<file path="src/hw/rtl/olist_pkg.sv">
// olist_pkg: sizes, codes and request/result types for the ordered list.
// Used by the cell row, the read-out tree and the top level; depends on nothing.
`timescale 1ns / 1ps

package olist_pkg;

   localparam int LIST_DEPTH  = 128;
   localparam int DATA_W      = 32;
   localparam int IDX_W       = $clog2(LIST_DEPTH);
   localparam int COUNT_W     = $clog2(LIST_DEPTH + 1);
   localparam int CMP_W       = (COUNT_W > 8) ? COUNT_W : 8;
   localparam int TREE_LEVELS = IDX_W;
   localparam int TREE_LEAVES = 1 << IDX_W;
   localparam int STEP_W      = $clog2(TREE_LEVELS + 1);

   typedef enum logic [1:0] {
      CMD_INSERT = 2'd0,
      CMD_DELETE = 2'd1,
      CMD_READ   = 2'd2,
      CMD_NONE   = 2'd3
   } cmd_type;

   typedef enum logic [1:0] {
      ERR_OK    = 2'd0,
      ERR_RANGE = 2'd1,
      ERR_FULL  = 2'd2
   } err_type;

   typedef enum logic [1:0] {
      OP_HOLD   = 2'd0,
      OP_INSERT = 2'd1,
      OP_DELETE = 2'd2
   } op_type;

   typedef struct packed {
      logic [1:0]        command;
      logic [7:0]        position;
      logic [DATA_W-1:0] value_in;
   } req_type;

   typedef struct packed {
      logic [DATA_W-1:0] value_out;
      logic [1:0]        error_code;
      logic [7:0]        entry_count;
      logic              is_empty;
      logic              is_full;
   } rsp_type;

   typedef struct packed {
      op_type            op;
      logic              read_en;
      logic [CMP_W-1:0]  pos;
      logic [DATA_W-1:0] value;
   } cell_ctl_type;

endpackage

</file>
<file path="src/hw/rtl/olist_cell.sv">
// olist_cell: one list slot; holds an entry, shifts with its neighbors, taps on read.
// Depends on olist_pkg.
`timescale 1ns / 1ps

module olist_cell (
   input  logic                         clock,
   input  olist_pkg::cell_ctl_type      ctl,
   input  logic [olist_pkg::IDX_W-1:0]  idx,
   input  logic [olist_pkg::DATA_W-1:0] left_data,
   input  logic [olist_pkg::DATA_W-1:0] right_data,
   output logic [olist_pkg::DATA_W-1:0] data_out,
   output logic [olist_pkg::DATA_W-1:0] tap_out
);

   logic [olist_pkg::DATA_W-1:0] data_ff, data_in;
   logic [olist_pkg::DATA_W-1:0] tap_ff, tap_in;
   logic [olist_pkg::CMP_W-1:0]  idx_w;

   assign idx_w = olist_pkg::CMP_W'(idx);

   always_comb begin
      data_in = data_ff;
      unique case (ctl.op)
         olist_pkg::OP_INSERT: begin
            if (idx_w > ctl.pos) begin
               data_in = left_data;
            end else if (idx_w == ctl.pos) begin
               data_in = ctl.value;
            end
         end
         olist_pkg::OP_DELETE: begin
            if (idx_w >= ctl.pos) begin
               data_in = right_data;
            end
         end
         default: data_in = data_ff;
      endcase
   end

   assign tap_in = (ctl.read_en && (idx_w == ctl.pos)) ? data_ff : '0;

   always_ff @(posedge clock) begin
      data_ff <= data_in;
      tap_ff  <= tap_in;
   end

   assign data_out = data_ff;
   assign tap_out  = tap_ff;

endmodule

</file>
<file path="config.mk">
export PLATFORM = sky130hd
export DESIGN_NAME = olist_cell
export DESIGN_NICKNAME = d
export VERILOG_FILES = /design/src/hw/rtl/olist_pkg.sv /design/src/hw/rtl/olist_cell.sv
export SDC_FILE = /design/constraint.sdc
export NUM_CORES = 1
export LEC_CHECK = 0
export ABC_CLOCK_PERIOD_IN_PS = 2600
export BUFFER_PORTS_ARGS = -buffer_cell sky130_fd_sc_hd__buf_2
export CORE_ASPECT_RATIO = 0.6
export CORE_MARGIN = 2
export CORE_UTILIZATION = 42
export DETAILED_ROUTE_END_ITERATION = 12
export GPL_TIMING_DRIVEN = 1
export PLACE_DENSITY = 0.8
export SLEW_MARGIN = 20
export SYNTH_ARGS = -nofsm -noshare
export SYNTH_HDL_FRONTEND = slang
export SYNTH_SLANG_ARGS = --single-unit
</file>
<file path="constraint.sdc">
create_clock -name clock -period 2.6 [get_ports clock]
set_input_delay 0.39 -clock clock [delete_from_list [all_inputs] [get_ports clock]]
set_output_delay 0.39 -clock clock [all_outputs]
set_load 0.02 [all_outputs]
</file>
==> run metrics, run 1 <==
Die ar. 7100 um2; global-route wire length before repair 10900 um; R2R Setup Slk 1.87 ns; min-delay src ctl[4]; 1st-iter DRT viols 101; Hold Path Class input port to flip-flop; cts repair resizes 0; Net Count, Synth 331; Final nets 510; Hold WS 0.356 ns; die width 107 um; initial antenna violation count 0; Leak 0.00195 uW; Congestion Overflow GR 0; GP Congestion 0.856; mux share of post-synthesis cell area 0%; Post-Synth Simple-Gate Area 17.9%; CP peak stage delay 0.36 ns; io pins 179; internal power 1710 uW; adder-cell share of the synthesized area 3.25%; ant diodes 0; crit start category input port; largest net degree at the start of global routing 36; Post-synth EDFFs 32; power share of the clock group 34.0%; Synth Flop Type edfxtp_1; drt pass-1 iters 4; FMAX 484 MHz; Clock Latency Late Sink 0.33 ns; top post-synthesis cells by area edfxtp_1 (36%), dfxtp_1 (24%), a221o_1 (12%), and2_1 (7.4%), and3_1 (7.4%); Total GRT Usage 20.7%; setup tns final 0 ns; DP Area 3640 um2; CP Data Arrival Time 2.14 ns; row count 22; fillers 512; Avg Cell Area, Syn 12.9 um2; crit path capture type flip-flop; hold_buf cts 0; Logic pwr share 15.8%; Slew Limit Fails 0; max-cap violation count 0; port bufs 178; worst hold path cell count 2; Hold Violations, Final 0; Synth-to-Final Area Change 41.7%; top-area cell type share of the netlist area 35.6%; slowest stage cell, crit path a221o_1; fin area 3820 um2; drt via density 5.04; combinational family with the most area after synthesis simple AND/OR/NAND/NOR gates; RSZ-0062 raised after global routing no; Netlist cell types 26; worst path cell trace buf_2, inv_1, ha_1, a211oi_2, o32a_1, a21oi_2, nor2_2, buf_12, a221o_1; Sequential Power Share 50.2%; CTS Buf Count 9; WL final 7260 um; fin crit period 2.07 ns; Compound-Gate Fraction of Synth Area 14.4%; Worst-Margin Slew 0.533 ns; Sw Ratio 23.9%; routed len/inst 15.2 um; dominant cell type by area after synthesis edfxtp_1; postcts setup bufs 0; CP Class input port to flip-flop; Synth Cell Area 2700 um2; H-tree depth 3; Clock Tree Buf Depth 2; Critical Path Fanout Max 22; Critical R2R Capture tap_out[25]; CTS tree built; Async S/R FF share, synth 0%; Synth top cells by count a221o_1 (32), and2_1 (32), and3_1 (32), dfxtp_1 (32), edfxtp_1 (32); Num Clock Sinks 64; Synth Area in XOR/XNOR 0%; core area 6170 um2; clock transition at the registers of the reported paths 0.06 ns; fin crit share 79.4%; CTS root buf clkbuf_8; post-detail-place hpwl 5670 um; Routed Antenna Nets 0; P_sw 539 uW; status completed; Final setup violation count 0; Worst EP required 2.67 ns; Place WS 0.186 ns; Setup Skew 0.00538 ns; total chip power 2250 uW; Initial Util 43.7%; via count 2405; yosys warns 0; fin worst setup slack 0.535 ns; Synth Register Bits 64; share of layout cells above drive strength 1 51.9%; PD cells 589 nW/um2; chip height 66.1 um; Min-Delay Endpoint data_out[4]; worst r2r src data_out[25]; Synth Instances 209; Peak supply drop 0.000270 V; # DRC 0; vias in the first global route 2217; sequential element share of the synthesized area 59.4%; headroom to the max-slew limit 64.5%; reg2reg path depth 1
## area by class of cell
cell class	count	area [um2]	area share [%]
Timing Repair Buffer	184	948	24.8
Sequential cell	64	1600	41.9
Clock inverter	3	15.0	0.393
Multi-Input combinational cell	122	957	25.0
Inverter	7	26.3	0.687
Tap cell	84	105	2.75
Clock buffer	13	170	4.45
## state kept, by name, indices dropped and copies added, names as in the netlist
name and cells:
data_out 32, tap_out 32
## critical path: cells and delay by family
family	cells	cell delay, ns
AND/OR/NAND/NOR	1	0.13
AO/OA/AOI/OAI	4	0.97
buffers and inverters	3	0.32
adder cells (fa/ha/maj)	1	0.32
## routing by layer
metal  wire, um  vias up  GRT usage [%]
met2       3420       98           34.3
li1           -     1157              -
met3        413       11           5.32
met4        143        0           8.97
met1       3280     1139           25.8
met5          0        -              0
## cell usage in the layout, fill, tap and decap left out, types with 3 or more instances in the layout
cell,instances
inv_1,7
ha_1,7
and3_1,32
edfxtp_1,32
buf_2,178
and2_1,32
dfxtp_1,32
clkbuf_8,10
buf_4,5
a221o_1,32
clkinv_2,3
## logic make-up after synthesis
| family | Yosys count |
|---|---|
| simple gates | 75 |
| flops | 64 |
| compound gates | 40 |
| buf+inv | 23 |
| fa+ha+maj | 7 |
## through the flow
stage	utilization (%)	instances
global placement	59.0	461
finish	62.0	477
floorplan	-	209
global route	62.0	477
CTS	62.0	477
detailed placement	59.0	461
## worst max-delay path by stage
| stage | from | endpoint | slack [ns] | cells past startpoint |
|---|---|---|---|---|
| after floorplan | ctl[33] | data_out[0] | 0.30 | 6 |
| after global placement | ctl[37] | data_out[31] | 0.24 | 9 |
| after detailed placement | ctl[37] | data_out[29] | 0.19 | 9 |
| after CTS | ctl[37] | data_out[28] | 0.54 | 9 |
| after global routing | ctl[37] | data_out[29] | 0.43 | 9 |
| final | ctl[37] | data_out[28] | 0.53 | 9 |
## power groups by stage
stage	registers, uW	clock network [uW]	logic (uW)
after floorplan	1190	0	166
after global placement	1150	0	347
after detailed placement	1150	0	357
after CTS	1130	787	358
after global routing	1130	831	388
final	1130	765	356
Note: power is estimated with default switching activity, not from simulation.
==> inputs of run 2 (changes only) <==
Settings changed: ABC_CLOCK_PERIOD_IN_PS 2600 to 1800, CORE_UTILIZATION 42 to 38, PLACE_DENSITY 0.8 to 0.77.
Clock period 2.6 ns to 1.8 ns, I/O delays scaled along.
==> run 2 against run 1 <==
Against the previous run:
- the flow now finishes with violations (setup timing)
- die area rose by 10%
- sequential power rose by 45%
- worst setup slack got worse by 0.55 ns
- global-route usage rose by 0.32 points
- critical path depth rose by 1
- final cell count rose by 3.6%
- combinational power rose by 88%
- non-clock buffer count rose by 11
- clock skew fell by 0.0021 ns
- count of clock-buffer cells in the layout fell by 2
- critical path type unchanged
- largest cell class unchanged
==> run metrics, run 2 (same netlist as run 1, synthesis figures left out) <==
Final setup violation count 16; fin crit share 101%; crit start category input port; headroom to the max-slew limit 70.9%; Hold WS 0.246 ns; RSZ-0062 raised after global routing yes; die width 113 um; Num Clock Sinks 64; Worst-Margin Slew 0.437 ns; core area 6760 um2; row count 23; fin worst setup slack -0.0163 ns; Clock Tree Buf Depth 2; largest net degree at the start of global routing 33; commonest non-fill, non-tap cell in the layout buf_2; worst r2r src data_out[23]; global-route wire length before repair 12700 um; # DRC 0; initial antenna violation count 0; GP Congestion 0.895; max-cap violation count 0; hold_buf cts 0; FMAX 551 MHz; H-tree depth 3; Slew Limit Fails 0; share of layout cells above drive strength 1 56.5%; Hold Path Class input port to flip-flop; drt via density 4.97; WL final 8410 um; worst hold path cell count 2; R2R Setup Slk 1.08 ns; status finished with violations; Leak 0.00209 uW; fin crit period 1.82 ns; Routed Antenna Nets 0; CTS Buf Count 9; chip height 69.3 um; Clock Latency Late Sink 0.32 ns; PD cells 916 nW/um2; Hold Violations, Final 0; port bufs 178; post-detail-place hpwl 5830 um; fillers 532; drt pass-1 iters 4; Initial Util 39.9%; Min-Delay Endpoint data_out[21]; io pins 179; ant diodes 0; crit path capture type flip-flop; Congestion Overflow GR 0; vias in the first global route 2505; Die ar. 7810 um2; routed len/inst 17.0 um; total chip power 3940 uW; Total GRT Usage 21.0%; CTS tree built; 1st-iter DRT viols 153; Worst EP required 1.87 ns; CP Class input port to flip-flop; setup tns final -0.0975 ns; CP Data Arrival Time 1.89 ns; clock transition at the registers of the reported paths 0.05 ns; failing checks setup timing; Final Util 63.6%; Synth-to-Final Area Change 59.4%; min-delay src left_data[21]; Critical R2R Capture tap_out[23]; reg2reg path depth 1; CTS root buf clkbuf_16; Critical Path Fanout Max 5; via count 2455; Final nets 524; Setup Skew 0.00327 ns; Peak supply drop 0.000737 V
==> run 2: changes by cell type in the layout (fill, tap and decap cells not counted), moves of 2 or more <==
cell / previous run / this run
buf_4: 5 / 7
buf_8: 0 / 3
nor2_4: 0 / 4
ha_4: 0 / 6
ha_1: 7 / 1
buf_16: 0 / 3
clkbuf_16: 1 / 9
clkinv_1: 0 / 2
clkbuf_8: 10 / 0
buf_12: 1 / 3
inv_1: 7 / 4
buf_6: 0 / 2
inv_2: 0 / 2
==> run 2: metal layers <==
| layer | GRT usage (%) | up-vias | share of wire, % |
|---|---|---|---|
| met5 | 0 | - | 0 |
| met1 | 25.9 | 1127 | 44 |
| met2 | 35.2 | 116 | 47 |
| met3 | 6.47 | 16 | 7.2 |
| li1 | - | 1196 | - |
| met4 | 7.05 | 0 | 1.6 |
==> run 2: repair_timing <==
action,in CTS,in global routing
hold endpoints to repair,0,0
cloned,7,0
buffers inserted,6,0
gates resized for setup,16,11
pin swaps,10,10
setup endpoints to repair,32,32
==> run 2: area by class of cell <==
class | count | area [um2] | area share (%)
clock inverter | 5 | 47.5 | 1.11
clock buffer | 11 | 233 | 5.41
timing repair buffer | 195 | 1150 | 26.7
multi-input combinational | 125 | 1130 | 26.2
inverter | 7 | 33.8 | 0.786
sequential | 64 | 1600 | 37.3
tap | 87 | 109 | 2.53
==> run 2: per-stage QoR <==
| stage | setup WS [ns] | area [um2] | instances |
|---|---|---|---|
| final | -0.0163 | 4300 | 494 |
| after global routing | -0.0666 | 4300 | 494 |
| after CTS | -0.0373 | 4240 | 494 |
| after detailed placement | -0.454 | 3750 | 467 |
| after global placement | -0.343 | 3750 | 467 |
| after floorplan | -0.0846 | 2770 | 209 |
==> run 2: worst max path at each step <==
stage | slack (ns) | startpoint | endpoint | cells after the start
2_1_floorplan | -0.08 | ctl[37] | data_out[22] | 8
3_3_place_gp | -0.34 | ctl[37] | data_out[9] | 8
4_1_cts | -0.04 | ctl[37] | data_out[9] | 10
5_1_grt | -0.07 | ctl[37] | data_out[10] | 10
6_report | -0.02 | ctl[37] | data_out[23] | 10
3_5_place_dp | -0.45 | ctl[37] | data_out[9] | 8
==> run 2: worst max-delay path, cell delays in order <==
cell and delay, ns:
buf_8 0.08, inv_8 0.03, ha_4 0.24, a211oi_4 0.21
o32a_1 0.24, a21oi_4 0.08, nor2b_4 0.15, buf_8 0.16
buf_16 0.14, a221o_1 0.29
==> run 2: power by group <==
group | internal, uW | total, uW | switching [uW]
clock network | 1060 | 1630 | 576
registers | 1610 | 1640 | 27.5
logic | 346 | 668 | 322
==> inputs of run 3 (changes only) <==
Settings changed: PLACE_DENSITY 0.77 to 0.88.
==> run 3 against run 2 <==
Against the previous run:
- the run still ends with setup timing left
- combinational power fell by 1%
- maximum frequency fell by 2.9%
- die area did not move
- count of clock-buffer cells in the layout unchanged
- final area up 1.1%
- critical path type unchanged
- largest power group is now clock
==> run metrics, run 3 (same netlist as run 1, synthesis figures left out) <==
Initial Util 39.9%; Leak 0.00214 uW; Slew Limit Fails 0; share of layout cells above drive strength 1 57.1%; fin worst setup slack -0.0708 ns; largest net degree at the start of global routing 33; CTS root buf clkbuf_16; power share of the clock group 46.6%; RSZ-0062 raised after global routing yes; port bufs 178; post-detail-place hpwl 6290 um; crit start category input port; headroom to the max-slew limit 70.2%; Num Clock Sinks 64; # DRC 0; Peak supply drop 0.000674 V; fin area 4350 um2; grt met3 use 6.21%; P_sw 937 uW; Logic pwr share 15.3%; PD cells 990 nW/um2; R2R Setup Slk 1.06 ns; Min-Delay Endpoint data_out[12]; CP Class input port to flip-flop; Sequential Power Share 38.1%; Final nets 527; Sw Ratio 21.8%; die width 113 um; worst hold path cell count 2; min-delay src left_data[12]; crit path capture type flip-flop; ant diodes 0; global-route wire length before repair 13700 um; commonest non-fill, non-tap cell in the layout buf_2; Worst-Margin Slew 0.447 ns; Die ar. 7810 um2; fin crit period 1.87 ns; Final setup violation count 18; Clock Tree Buf Depth 2; Synth-to-Final Area Change 61.1%; gr busiest metal met2; CP Data Arrival Time 1.93 ns; failing checks setup timing; DP Area 3800 um2; Routed Antenna Nets 0; H-tree depth 3; Setup Skew 0.00521 ns; CTS Buf Count 9; drt via density 5.11; Worst EP required 1.85 ns; Place WS -0.442 ns; internal power 3370 uW; FMAX 535 MHz; Critical R2R Capture tap_out[23]; Total GRT Usage 22.6%; chip height 69.3 um; via count 2539; GR Util met1 28.8%; clock transition at the registers of the reported paths 0.05 ns; 1st-iter DRT viols 195; Congestion Overflow GR 0; initial antenna violation count 0; total chip power 4300 uW; GP Congestion 0.833; status finished with violations; Hold Violations, Final 0; reg2reg path depth 1; hold_buf cts 0; fillers 544; Critical Path Fanout Max 5; CTS tree built; WL final 8910 um; Hold Path Class input port to flip-flop; max-cap violation count 0; drt pass-1 iters 4; io pins 179; worst r2r src data_out[23]; routed len/inst 17.9 um; Clock Latency Late Sink 0.31 ns; row count 23; vias in the first global route 2653; core area 6760 um2; fin crit share 104%; met2 Resource Use GR 37.9%
==> run 3: cell types whose count changed in the layout (fill, tap and decap cells not counted), moves of 2 or more <==
cell	delta
buf_16	-2
buf_4	+4
buf_6	+3
buf_8	-2
bufinv_16	+2
clkbuf_1	-2
clkbuf_8	+2
clkinv_1	-2
nor2_2	-2
==> run 3: power by group through the flow <==
stage	clock network, uW	logic, uW	registers (uW)
6_report	2010	659	1640
2_1_floorplan	0	259	1720
3_5_place_dp	0	569	1670
5_1_grt	2100	709	1640
3_3_place_gp	0	548	1660
4_1_cts	2030	677	1640
==> run 3: metal layers <==
layer / routed length, um / share of wire, %
met5: 0 / 0
met4: 89 / 1.0
met3: 762 / 8.6
met2: 4310 / 48
met1: 3750 / 42
==> run 3: area by class of cell <==
type / count / area [um2] / share of cell area (%)
tap: 87 / 109 / 2.51
clock buffer: 11 / 253 / 5.82
sequential: 64 / 1600 / 36.9
inverter: 7 / 33.8 / 0.777
timing repair buffer: 198 / 1140 / 26.3
multi-input combinational: 125 / 1100 / 25.4
clock inverter: 5 / 101 / 2.33
==> run 3: critical path: stages <==
cell      delay (ns)
buf_6           0.10
ha_4            0.25
a211oi_4        0.25
o32a_1          0.24
a21oi_4         0.08
nor2b_4         0.15
buf_6           0.15
buf_12          0.13
a221o_1         0.30
==> run 3: how the worst max path moves through the flow <==
stage            start           end  cells after the start
3_3_place_gp   ctl[37]   data_out[3]                      8
6_report        idx[5]   data_out[1]                      9
3_5_place_dp   ctl[37]   data_out[6]                      8
4_1_cts        ctl[37]  data_out[28]                     10
5_1_grt         idx[5]  data_out[28]                      9
2_1_floorplan  ctl[37]  data_out[22]                      8
==> run 3: per-stage QoR <==
step	TNS (ns)	hold slack, ns	instances	utilization [%]
global route	-1.66	0.253	497	64.3
finish	-0.880	0.252	497	64.3
CTS	-0.385	0.246	499	64.8
floorplan	-2.54	0.416	209	-
global placement	-11.24	0.481	470	56.2
detailed placement	-15.39	0.487	470	56.2
==> run 3: timing repair <==
item | in CTS | in global routing
buffers inserted | 9 | 0
gates resized for setup | 17 | 4
pin swaps | 18 | 17
endpoints found under the hold margin | 0 | 0
gates cloned | 6 | 0
setup endpoints to repair | 32 | 32
